===== src/hw/rtl/rcd_pkg.sv =====
`timescale 1ns / 1ps
// ----------------------------------------------------------------------------
// rcd_pkg
// Shared types and constants for the RC-decay line sensor timer.
// ----------------------------------------------------------------------------
package rcd_pkg;

    localparam int SENSOR_COUNT_DEF = 5;
    localparam int PHASE_BITS_DEF   = 8;

    // Fixed widths of the item fields.
    localparam int OUT_TIMES  = 5;
    localparam int TIME_OUT_W = 8;
    localparam int ELAPSED_W  = 32;
    localparam int DIV_W      = 8;

    localparam logic [DIV_W-1:0] TPC_RESET = 8'd100;

    typedef enum logic {
        OP_TICK  = 1'b0,
        OP_START = 1'b1
    } t_op;

    typedef struct packed {
        logic [OUT_TIMES-1:0][TIME_OUT_W-1:0] times;
        logic [ELAPSED_W-1:0]                 elapsed;
        logic                                 charge_drive;
        logic                                 frame_done;
    } t_result;

endpackage


===== src/hw/rtl/rc_decay_line_sensor_timer_top.sv =====
`timescale 1ns / 1ps
// ----------------------------------------------------------------------------
// rc_decay_line_sensor_timer_top
// RC-decay reflectance sensor timer with a tick-divided stopwatch.
// ----------------------------------------------------------------------------
// Each item is either one timer tick carrying the sensor line levels or a
// stopwatch start. Every item yields exactly one result. The result is
// offered in the cycle after the item is accepted when the output register
// is free, and later when the output is stalled. A new item is taken every
// cycle while the input is not stalled: the whole update is a single
// compare-and-increment pass between the state registers and the result
// register. A two-entry output buffer keeps the input open while one result
// waits; the input stalls only when both entries are full.
// ticks_per_count may be written only while no item is in flight.
module rc_decay_line_sensor_timer_top import rcd_pkg::*; #(
    parameter int SENSOR_COUNT = SENSOR_COUNT_DEF,
    parameter int PHASE_BITS   = PHASE_BITS_DEF
) (
    input  logic                 i_clk,
    input  logic                 i_rst_n,
    input  logic                 i_cfg_we,
    input  logic [DIV_W-1:0]     i_cfg_wdata,
    input  logic                 i_in_valid,
    output logic                 o_in_stall,
    input  logic                 i_op,
    input  logic [OUT_TIMES-1:0] i_sensor_levels,
    output logic                 o_out_valid,
    input  logic                 i_out_stall,
    output logic [7:0]           o_time_0,
    output logic [7:0]           o_time_1,
    output logic [7:0]           o_time_2,
    output logic [7:0]           o_time_3,
    output logic [7:0]           o_time_4,
    output logic [31:0]          o_elapsed,
    output logic                 o_charge_drive,
    output logic                 o_frame_done
);

    logic    w_accept;
    logic    w_take;
    t_result w_result;
    t_result r_out, n_out;
    t_result r_skid, n_skid;
    logic    r_out_valid, n_out_valid;
    logic    r_skid_valid, n_skid_valid;

    assign o_in_stall = r_skid_valid;
    assign w_accept   = i_in_valid && !r_skid_valid;
    assign w_take     = r_out_valid && !i_out_stall;

    rcd_core #(
        .SENSOR_COUNT (SENSOR_COUNT),
        .PHASE_BITS   (PHASE_BITS)
    ) u_core (
        .i_clk           (i_clk),
        .i_rst_n         (i_rst_n),
        .i_cfg_we        (i_cfg_we),
        .i_cfg_wdata     (i_cfg_wdata),
        .i_accept        (w_accept),
        .i_op            (i_op),
        .i_sensor_levels (i_sensor_levels),
        .o_result        (w_result)
    );

    always_comb begin
        n_out        = r_out;
        n_out_valid  = r_out_valid;
        n_skid       = r_skid;
        n_skid_valid = r_skid_valid;
        if (w_take || !r_out_valid) begin
            // The skid entry is older than anything arriving now.
            if (r_skid_valid) begin
                n_out        = r_skid;
                n_out_valid  = 1'b1;
                n_skid_valid = 1'b0;
            end else if (w_accept) begin
                n_out       = w_result;
                n_out_valid = 1'b1;
            end else begin
                n_out_valid = 1'b0;
            end
        end else if (w_accept) begin
            n_skid       = w_result;
            n_skid_valid = 1'b1;
        end
    end

    always_ff @(posedge i_clk) begin
        if (!i_rst_n) begin
            r_out_valid  <= 1'b0;
            r_skid_valid <= 1'b0;
        end else begin
            r_out_valid  <= n_out_valid;
            r_skid_valid <= n_skid_valid;
        end
    end

    always_ff @(posedge i_clk) begin
        r_out  <= n_out;
        r_skid <= n_skid;
    end

    assign o_out_valid    = r_out_valid;
    assign o_time_0       = r_out.times[0];
    assign o_time_1       = r_out.times[1];
    assign o_time_2       = r_out.times[2];
    assign o_time_3       = r_out.times[3];
    assign o_time_4       = r_out.times[4];
    assign o_elapsed      = r_out.elapsed;
    assign o_charge_drive = r_out.charge_drive;
    assign o_frame_done   = r_out.frame_done;

endmodule


===== src/hw/rtl/rcd_core.sv =====
`timescale 1ns / 1ps
// ----------------------------------------------------------------------------
// rcd_core
// Phase counter, per-sensor decay time capture and the stopwatch divider.
// Produces the result of the item presented this cycle.
// ----------------------------------------------------------------------------
module rcd_core import rcd_pkg::*; #(
    parameter int SENSOR_COUNT = SENSOR_COUNT_DEF,
    parameter int PHASE_BITS   = PHASE_BITS_DEF
) (
    input  logic                 i_clk,
    input  logic                 i_rst_n,
    input  logic                 i_cfg_we,
    input  logic [DIV_W-1:0]     i_cfg_wdata,
    input  logic                 i_accept,
    input  logic                 i_op,
    input  logic [OUT_TIMES-1:0] i_sensor_levels,
    output t_result              o_result
);

    // Only sensors that have a level bit on the input can ever record a time.
    localparam int LANES = (SENSOR_COUNT < OUT_TIMES) ? SENSOR_COUNT : OUT_TIMES;
    localparam int TW    = (PHASE_BITS < TIME_OUT_W) ? PHASE_BITS : TIME_OUT_W;

    logic [PHASE_BITS-1:0] r_phase, n_phase;
    logic [TW-1:0]         r_work  [LANES];
    logic [TW-1:0]         n_work  [LANES];
    logic [TW-1:0]         r_latch [LANES];
    logic [TW-1:0]         n_latch [LANES];
    logic [DIV_W-1:0]      r_div, n_div;
    logic [DIV_W-1:0]      r_tpc;
    logic [ELAPSED_W-1:0]  r_elapsed, n_elapsed;
    logic                  r_charge, n_charge;
    logic                  n_done;
    logic [DIV_W-1:0]      w_div_inc;
    logic [OUT_TIMES-1:0][TIME_OUT_W-1:0] w_times;

    assign w_div_inc = r_div + DIV_W'(1);

    always_comb begin
        n_phase   = r_phase;
        n_work    = r_work;
        n_latch   = r_latch;
        n_div     = r_div;
        n_elapsed = r_elapsed;
        n_charge  = r_charge;
        n_done    = 1'b0;
        if (t_op'(i_op) == OP_START) begin
            n_div     = '0;
            n_elapsed = '0;
        end else begin
            if (w_div_inc >= r_tpc) begin
                n_elapsed = r_elapsed + ELAPSED_W'(1);
                n_div     = '0;
            end else begin
                n_div = w_div_inc;
            end
            if (r_phase == '0) begin
                for (int i = 0; i < LANES; i++) begin
                    n_latch[i] = r_work[i];
                    n_work[i]  = '0;
                end
                n_charge = 1'b1;
                n_done   = 1'b1;
            end else if (r_phase == PHASE_BITS'(1)) begin
                n_charge = 1'b0;
            end else begin
                for (int i = 0; i < LANES; i++) begin
                    if (i_sensor_levels[i]) begin
                        n_work[i] = r_phase[TW-1:0];
                    end
                end
            end
            n_phase = r_phase + PHASE_BITS'(1);
        end
    end

    always_ff @(posedge i_clk) begin
        if (!i_rst_n) begin
            r_phase   <= '0;
            r_div     <= '0;
            r_elapsed <= '0;
            r_charge  <= 1'b0;
            r_tpc     <= TPC_RESET;
            for (int i = 0; i < LANES; i++) begin
                r_work[i]  <= '0;
                r_latch[i] <= '0;
            end
        end else begin
            if (i_cfg_we) begin
                r_tpc <= i_cfg_wdata;
            end
            if (i_accept) begin
                r_phase   <= n_phase;
                r_div     <= n_div;
                r_elapsed <= n_elapsed;
                r_charge  <= n_charge;
                r_work    <= n_work;
                r_latch   <= n_latch;
            end
        end
    end

    // Sensors beyond the configured count report zero.
    for (genvar g = 0; g < OUT_TIMES; g++) begin : g_times
        if (g < LANES) begin : g_live
            assign w_times[g] = TIME_OUT_W'(n_latch[g]);
        end else begin : g_absent
            assign w_times[g] = '0;
        end
    end

    always_comb begin
        o_result.times        = w_times;
        o_result.elapsed      = n_elapsed;
        o_result.charge_drive = n_charge;
        o_result.frame_done   = n_done;
    end

endmodule


===== config.mk =====
export PLATFORM = sky130hd
export DESIGN_NAME = rc_decay_line_sensor_timer_top
export DESIGN_NICKNAME = d
export VERILOG_FILES = /design/src/hw/rtl/rcd_pkg.sv /design/src/hw/rtl/rc_decay_line_sensor_timer_top.sv /design/src/hw/rtl/rcd_core.sv
export SDC_FILE = /design/constraint.sdc
export NUM_CORES = 1
export LEC_CHECK = 0
export ABC_CLOCK_PERIOD_IN_PS = 12200
export BUFFER_PORTS_ARGS = -buffer_cell sky130_fd_sc_hd__buf_4
export CORE_ASPECT_RATIO = 0.6
export CORE_MARGIN = 2
export CORE_UTILIZATION = 50
export DETAILED_ROUTE_END_ITERATION = 16
export GPL_ROUTABILITY_DRIVEN = 0
export GPL_TIMING_DRIVEN = 0
export PLACE_DENSITY = 0.67
export SLEW_MARGIN = 25
export SYNTH_ARGS = -nofsm -noshare
export SYNTH_HDL_FRONTEND = slang
export SYNTH_SLANG_ARGS = --single-unit

===== constraint.sdc =====
create_clock -name i_clk -period 12.2 [get_ports i_clk]
set_input_delay 1.22 -clock i_clk [delete_from_list [all_inputs] [get_ports i_clk]]
set_output_delay 1.22 -clock i_clk [all_outputs]
set_load 0.01 [all_outputs]

* Word-level counts from Yosys, hierarchy flattened
Cells that the tools add are included.
** Word-level totals
- Register bits after elaboration :: 287
- Input port bits :: 19
- Output and inout bits :: 76
- Logic and storage cells :: 86
** Cells by class
- Add/sub/neg operators :: 3
- Order comparisons :: 1
- Eq/ne operators :: 2
- Multiplexer cells :: 22
- Bitwise operators :: 3
- Reductions and logical operators :: 22
** Operators with widths (number)
- $mux 40 :: 4
- $mux 74 :: 2
- $mux 32 :: 2
- $mux 8 :: 7
- $add 32x1->32 const B :: 1
- $reduce_and 4->1 :: 5
- $add 8x1->8 const B :: 2
- $reduce_bool 2->1 :: 6
- $eq 8x1->1 const B :: 1
- $ge 8x8->1 :: 1
- $logic_not 8->1 :: 1
- $mux 1 :: 7
- $reduce_and 2->1 :: 3
- $logic_not 1->1 :: 3
- $not 1->1 :: 3
- $logic_and 1x1->1 :: 2
- $ne 2x1->1 const B :: 1
- $reduce_or 2->1 :: 1
- $logic_or 1x1->1 :: 1

* Depth between registers and ports, before layout
Gate-level depths: netlist of the first run.
- Word-level depth :: 6
- Depth in mapped cells :: 13
- Gate-level depth less buffers :: 10

* Hierarchy
From an unflattened synthesis of the first run, not the netlist that was laid out.
** Second synthesis, totals
- Cell total of the unflattened synthesis :: 1227
- Area total of the unflattened synthesis :: 12822.3 um^2
** By module, submodules not included
- rcd_core :: instances 1, cells each 988, area an instance 7392.1 um^2, sequential area each 2742.6 um^2
- rc_decay_line_sensor_timer_top :: instances 1, cells each 239, area an instance 5430.2 um^2, sequential area each 4484.3 um^2

* Worst setup path before layout of the first run
Ideal clock, no wire load.
- Path kind :: reg-to-reg
- From :: register r_skid_valid, in the netlist o_in_stall
- To :: register r_out (netlist bit o_charge_drive) (enable)
- Setup time :: 0.530 ns
- Arrival :: 4.945 ns
- Required time :: 11.670 ns
- Path slack :: 6.725 ns
- Stages on the path, launching flop included :: 6
- Buffers on the path :: 3
- Period minus slack after synthesis :: 5.475 ns
- Cell sequence :: dfxtp_1 > clkbuf_1 > clkbuf_1 > clkbuf_1 > nor2_1 > a21oi_1
** Between the ends
- Word-level cells in the longest chain between the ends :: 4
** RTL lines
- from (decl) :: line rc_decay_line_sensor_timer_top.sv:45 : logic r_skid_valid, n_skid_valid;
- from (signal assigned) :: line rc_decay_line_sensor_timer_top.sv:94 : r_skid_valid <= n_skid_valid;
- $logic_not 1->1 :: line rc_decay_line_sensor_timer_top.sv:48 : assign w_accept = i_in_valid && !r_skid_valid;
- $logic_and 1x1->1 :: line rc_decay_line_sensor_timer_top.sv:48
- $reduce_bool 2->1 (no source line) *
- $reduce_and 2->1 (no source line) *
- to (signal assigned) :: line rc_decay_line_sensor_timer_top.sv:99 : r_out <= n_out;
- to (decl) :: line rc_decay_line_sensor_timer_top.sv:42 : t_result r_out, n_out;
Mark *: on every way between the ends. The rest lies on a longest branch, timed or not.
A chain may end at the register's enable or synchronous reset.

* Worst setup path in the final report of the first run
- From :: register u_core.r_div[0]
- To :: register r_skid[4] in the netlist's numbering, data pin
** Between the ends
- Word-level cells in the longest chain between the ends :: 4
** RTL lines
- from (decl) :: line rcd_core.sv:30 : logic [DIV_W-1:0] r_div, n_div;
- from (signal assigned) :: line rcd_core.sv:95 : r_div <= n_div;
- $add 8x1->8 :: line rcd_core.sv:38 : assign w_div_inc = r_div + DIV_W'(1);
- $ge 8x8->1 :: line rcd_core.sv:52 : if (w_div_inc >= r_tpc) begin
- $mux 32 :: line rcd_core.sv:52
- $mux 32 :: line rcd_core.sv:48 : if (t_op'(i_op) == OP_START) begin
- named net u_core.n_elapsed[2] :: line rcd_core.sv:32 : logic [ELAPSED_W-1:0] r_elapsed, n_elapsed;
- to (signal assigned) :: line rc_decay_line_sensor_timer_top.sv:100 : r_skid <= n_skid;
- to (decl) :: line rc_decay_line_sensor_timer_top.sv:43 : t_result r_skid, n_skid;
The timed path passes the listed nets, and every way through them passes these cells.

==> results.sh, run 1 <==
export IMPL_cp_start_kind="flip-flop"
export IMPL_diodes=0
export IMPL_first_pass_iters=6
export IMPL_required_ps=12600
export IMPL_synth_top_cell_by_area="edfxtp_1"
export IMPL_yosysWarnings=0
export IMPL_layout_nets=1423
export IMPL_htreeDepth=1
export IMPL_synth_cell_type_count=56
export IMPL_via_per_inst=6.16
export IMPL_dieWidth_um=213
export IMPL_cts_root_buf="clkbuf_16"
export IMPL_clk_latency_ps=550
export IMPL_dp_hpwl_mm=26.5
export IMPL_hold_violations=0
export IMPL_worst_pin_slew_ps=1120
export IMPL_antenna_found_initial=0
export IMPL_yosysMostFrequentCell="nand2_1"
export IMPL_cts_sinks=287
export IMPL_drc=0
export IMPL_dieArea_um2=27700
export IMPL_skew_ps=17.4
export IMPL_port_buffers=93
export IMPL_core_um2=25600
export IMPL_post_route_util=0.602
export IMPL_synth_edf_count=148
export IMPL_wl_per_cell_um=21.3
export IMPL_synth_area_leaders="edfxtp_1, dfxtp_1, mux2_2"
export IMPL_cts_tree="yes"
export IMPL_drtIter0Drc=1406
export IMPL_fmax_mhz=258
export IMPL_ys_flop_type="edfxtp_1"
export IMPL_hold_path_class="flip-flop to flip-flop"
export IMPL_outcome="finished clean"
export IMPL_slew_viol_final=0
export IMPL_drive_gt1_frac=0.184
export IMPL_grtUsageTotal=0.276
export IMPL_drv_cap=0
export IMPL_rsz0062_at_grt="false"
export IMPL_numCtsBuffers=27
export IMPL_row_count=45
export IMPL_crit_type="flip-flop to flip-flop"
export IMPL_p_leak_nw=5.46
export IMPL_grt_first_pass_wirelength_mm=58.7
export IMPL_post_cts_buffers=0
export IMPL_path_max_fanout=10
export IMPL_finalSetupViolations=0
export IMPL_syn_area_per_cell_um2=10.4
export IMPL_clk_transition_reported_paths_ps=70
export IMPL_overflow=0
export IMPL_fin_crit_sh=0.317
export IMPL_cts_resized=0
export IMPL_syn_inst=1261
export IMPL_ant_nets=0
export IMPL_ys_seq_elements=287
export IMPL_worst_setup_path_end_kind="flip-flop"
export IMPL_grt_pass1_vias=10100
export IMPL_cellPowerDensity_nw_per_um2=131
export IMPL_max_clock_path_buffers=3
export IMPL_vdd_drop_max_v=0.0000988
export IMPL_synth_top_cell_area_share=0.338
export IMPL_wl_mm=37.5
export IMPL_die_height_um=130
export IMPL_relSlewSlack=0.252
export IMPL_cts_hold_fix_buffers=0
export IMPL_start_util=0.515
export IMPL_num_fill_cells=2205
export IMPL_yosys_top_cells_count="nand2_1, edfxtp_1, dfxtp_1"
export IMPL_vias=10900
export IMPL_area_growth_pct=17.0
export IMPL_critPathArrivalTime_ps=4270
export IMPL_ios=95
export IMPL_ys_seq_area_frac=0.549
export IMPL_grt_max_degree=24
export IMPL_netlist_area_um2=13200
export IMPL_async_flop_share=0
export IMPL_syn_nets=1293
export IMPL_finalPower_mw=2.02
export IMPL_finalCriticalPeriod_ps=3870
export IMPL_tns_ps=0
-- logic make-up (layout without fill, tap and decap cells) --
group,Yosys count,after routing,synth area share
AOI/OAI and AO/OA,241,241,0.120
adders and majority gates,13,13,0.0124
and+or+nand+nor,444,444,0.163
muxes,127,127,0.104
buffers and inverters,136,286,0.0416
xor gates and xnor gates,13,13,0.00865
DFF,287,287,0.549
-- critical path, cell delays in order, from the launching register on --
cell	delay, ps
dfxtp_1	360
ha_1	240
xor2_1	170
ha_1	220
a2111oi_0	670
o31a_1	290
buf_2	290
clkbuf_1	530
clkbuf_1	590
o21ai_0	170
a21oi_1	170
-- registers in the layout (all words and copies together), names as in the netlist, 32 cells and up --
name              cells
u_core.r_elapsed     32
r_skid               74
u_core.r_work        40
o_elapsed            32
u_core.r_latch       40
-- worst paths after layout --
kind,start,to,slack [ps],cells after the start
max,u_core.r_div[0],r_skid[4],8330,10
min,u_core.r_latch[32],u_core.r_latch[32],450,2
max reg2reg,u_core.r_div[0],r_skid[4],8330,10
min reg2reg,u_core.r_latch[32],u_core.r_latch[32],450,2
-- per-layer routing --
metal | track usage | share of wire
met1 | 0.439 | 0.48
met2 | 0.369 | 0.39
met3 | 0.0679 | 0.11
met4 | 0.0658 | 0.023
met5 | 0 | 0
-- metrics by stage --
| stage | area [µm²] | instances | hold slack, ps | setup WS, ps |
|---|---|---|---|---|
| floorplan | 13200 | 1261 | 433 | 6720 |
| global route | 15400 | 1763 | 482 | 8190 |
| CTS | 15400 | 1763 | 455 | 8470 |
| global placement | 14300 | 1706 | 438 | 4090 |
| finish | 15400 | 1763 | 453 | 8330 |
| detailed placement | 14500 | 1714 | 444 | 8500 |
-- layout make-up --
| class | instances | area (µm²) | share of cell area |
|---|---|---|---|
| Buffer | 114 | 464 | 0.0302 |
| Clock inverter | 14 | 93.8 | 0.00610 |
| Inverter | 22 | 82.6 | 0.00536 |
| Tap cell | 352 | 440 | 0.0286 |
| Clock buffer | 35 | 778 | 0.0506 |
| Sequential cell | 287 | 7230 | 0.469 |
| Timing Repair Buffer | 101 | 898 | 0.0584 |
| Multi-Input combinational cell | 838 | 5410 | 0.351 |
-- power by group --
part           switching [mW]  total [mW]  leakage (nW)  internal, mW
logic                  0.0900       0.139          2.47        0.0491
registers             0.00746        1.04          2.55          1.03
clock network           0.370       0.840         0.437         0.470
-- placed cells by master (no fill, tap or decap), types with 39 or more instances in the layout --
cell      synthesis  layout
mux2i_1          46      46
edfxtp_1        148     148
clkbuf_1         87      90
nand2_1         167     167
nand3_1          39      39
dfxtp_1         139     139
a21oi_1          79      78
nor2_1           92      91
mux2_2           81      81
buf_4             2      96
(Power assumes the default switching activity.)
==> run 2, diff against run 1 <==
- ABC_CLOCK_PERIOD_IN_PS: 12200 -> 3100
- PLACE_DENSITY: 0.67 -> 0.7
- clock period: 12.2 -> 3.1 ns (I/O delays scaled with it)
==> results.sh, run 2 (synthesis gave the netlist of run 1 again) <==
export IMPL_outcome="finished clean"
export IMPL_finalCriticalPeriod_ps=3070
export IMPL_p_sw_mw=1.83
export IMPL_cp_start_kind="flip-flop"
export IMPL_dp_cells=1715
export IMPL_relSlewSlack=0.362
export IMPL_cts_root_buf="clkbuf_16"
export IMPL_top_layer="met4"
export IMPL_htreeDepth=1
export IMPL_clk_latency_ps=550
export IMPL_wl_mm=37.7
export IMPL_sw_frac_of_total=0.222
export IMPL_dp_hpwl_mm=26.6
export IMPL_worst_pin_slew_ps=948
export IMPL_required_ps=3480
export IMPL_port_buffers=93
export IMPL_dieWidth_um=213
export IMPL_power_frac_seq=0.496
export IMPL_overflow=0
export IMPL_ios=95
export IMPL_crit_type="flip-flop to flip-flop"
export IMPL_path_max_fanout=10
export IMPL_ant_nets=0
export IMPL_path_cells="ha_2, nand3_2, nor2_2, xor2_2, ha_1, nand4_1, o31ai_2, buf_4, clkbuf_1, nand3_1, a21oi_1"
export IMPL_p_int_mw=6.43
export IMPL_drv_cap=0
export IMPL_drive_gt1_frac=0.210
export IMPL_power_frac_clock=0.437
export IMPL_grtUsageTotal=0.272
export IMPL_layout_nets=1432
export IMPL_numCtsBuffers=27
export IMPL_vias=10900
export IMPL_drtIter0Drc=1368
export IMPL_routed_wl_met3_mm=4.64
export IMPL_drc=0
export IMPL_grt_first_pass_wirelength_mm=57.6
export IMPL_max_clock_path_buffers=3
export IMPL_largest_reg_flops=74
export IMPL_wl_per_cell_um=21.3
export IMPL_die_height_um=130
export IMPL_grt_pass1_vias=9862
export IMPL_layout_cells_non_filler=1773
export IMPL_core_um2=25600
export IMPL_dieArea_um2=27700
export IMPL_worst_setup_path_end_kind="flip-flop"
export IMPL_final_common_cell="nand2_1"
export IMPL_start_util=0.515
export IMPL_skew_ps=14.8
export IMPL_slowest_stage="clkbuf_1"
export IMPL_first_pass_iters=6
export IMPL_vdd_drop_max_v=0.000441
export IMPL_hold_slack_ps=17.3
export IMPL_clk_transition_reported_paths_ps=70
export IMPL_power_frac_comb=0.068
export IMPL_wl_met1_mm=17.5
export IMPL_reg_largest_list="r_skid: 74 flops, u_core.r_latch: 40 flops, u_core.r_work: 40 flops"
export IMPL_dr_wl_met2_mm=14.6
export IMPL_p_leak_nw=5.62
export IMPL_row_count=45
export IMPL_cts_sinks=287
export IMPL_critPathArrivalTime_ps=3450
export IMPL_fin_crit_sh=0.990
export IMPL_cts_tree="yes"
export IMPL_post_route_util=0.614
export IMPL_final_cell_mix="nand2_1, edfxtp_1, dfxtp_1"
export IMPL_hold_path_class="input pin to flip-flop"
export IMPL_fmax_mhz=326
export IMPL_antenna_found_initial=1
export IMPL_area_growth_pct=19.3
export IMPL_via_per_inst=6.12
export IMPL_max_stage_delay_ps=550
export IMPL_finalSetupViolations=0
export IMPL_cellPowerDensity_nw_per_um2=526
export IMPL_grt_max_degree=24
export IMPL_hold_violations=0
export IMPL_slew_viol_final=0
export IMPL_regMostFlops="r_skid"
[run 2: cell count changes in the layout (fill, tap and decap cells not counted), moves of 4 or more]
cell           change
clkbuf_2           +7
dlygate4sd3_1      +5
dfxtp_2            +4
buf_4              +5
clkinv_1           -4
dfxtp_1            -5
clkbuf_1          -16
[run 2: critical path, delay by kind of cell (launching register included)]
family / cells / cell delay, ps
fa+ha+maj: 2 / 510
buf+inv: 2 / 800
flops: 1 / 380
compound gates: 2 / 540
xor+xnor: 1 / 100
simple gates: 4 / 570
[run 2: worst paths after layout]
path | startpoint | to | slack (ps) | depth (start not counted)
worst max-delay path | u_core.r_div[0] | r_skid[29] | 30 | 11
worst min-delay path | i_cfg_wdata[3] | u_core.r_tpc[3] | 20 | 3
worst max register to register | u_core.r_div[0] | r_skid[29] | 30 | 11
worst min register to register | u_core.r_latch[24] | u_core.r_latch[24] | 450 | 2
[run 2: through the flow]
stage / power [mW] / instance area (µm²) / setup TNS (ps) / setup WS [ps]
after global placement: 4.68 / 14300 / -179520 / -1250
after global routing: 8.49 / 15700 / -32.6 / -15.3
final: 8.26 / 15700 / 0 / 30.8
after detailed placement: 4.72 / 14500 / -31860 / -680
after floorplan: 4.46 / 13200 / 0 / 77.6
after CTS: 8.29 / 15600 / 0 / 0.220
[run 2: power by group through the flow]
stage	clock, mW	sequential (mW)	combinational [mW]
after floorplan	0	4.21	0.246
after global placement	0	4.18	0.498
after detailed placement	0	4.18	0.535
after CTS	3.64	4.10	0.548
after global routing	3.79	4.10	0.593
final	3.61	4.10	0.559
[run 2: area by class of cell]
type	count	area (µm²)
fill	2075	9860
clock inverter	10	154
tap	352	440
clock buffer	39	815
inverter	22	82.6
multi-input combinational	838	5450
buffer	113	537
timing repair buffer	111	993
sequential	287	7240
antenna	1	2.50
[run 2: metal layers]
metal  GRT usage  vias up
met3      0.0839       82
met4      0.0813        0
met1       0.423     5154
met2       0.356      640
li1            -     4976
met5           0        -
[run 2: timing repair]
item,4_1_cts,5_1_grt
hold buffers,5,0
endpoints found under the hold margin,5,0
pin swaps,2,4
buffers inserted,3,1
setup endpoints to repair,187,122
resized for setup,27,38
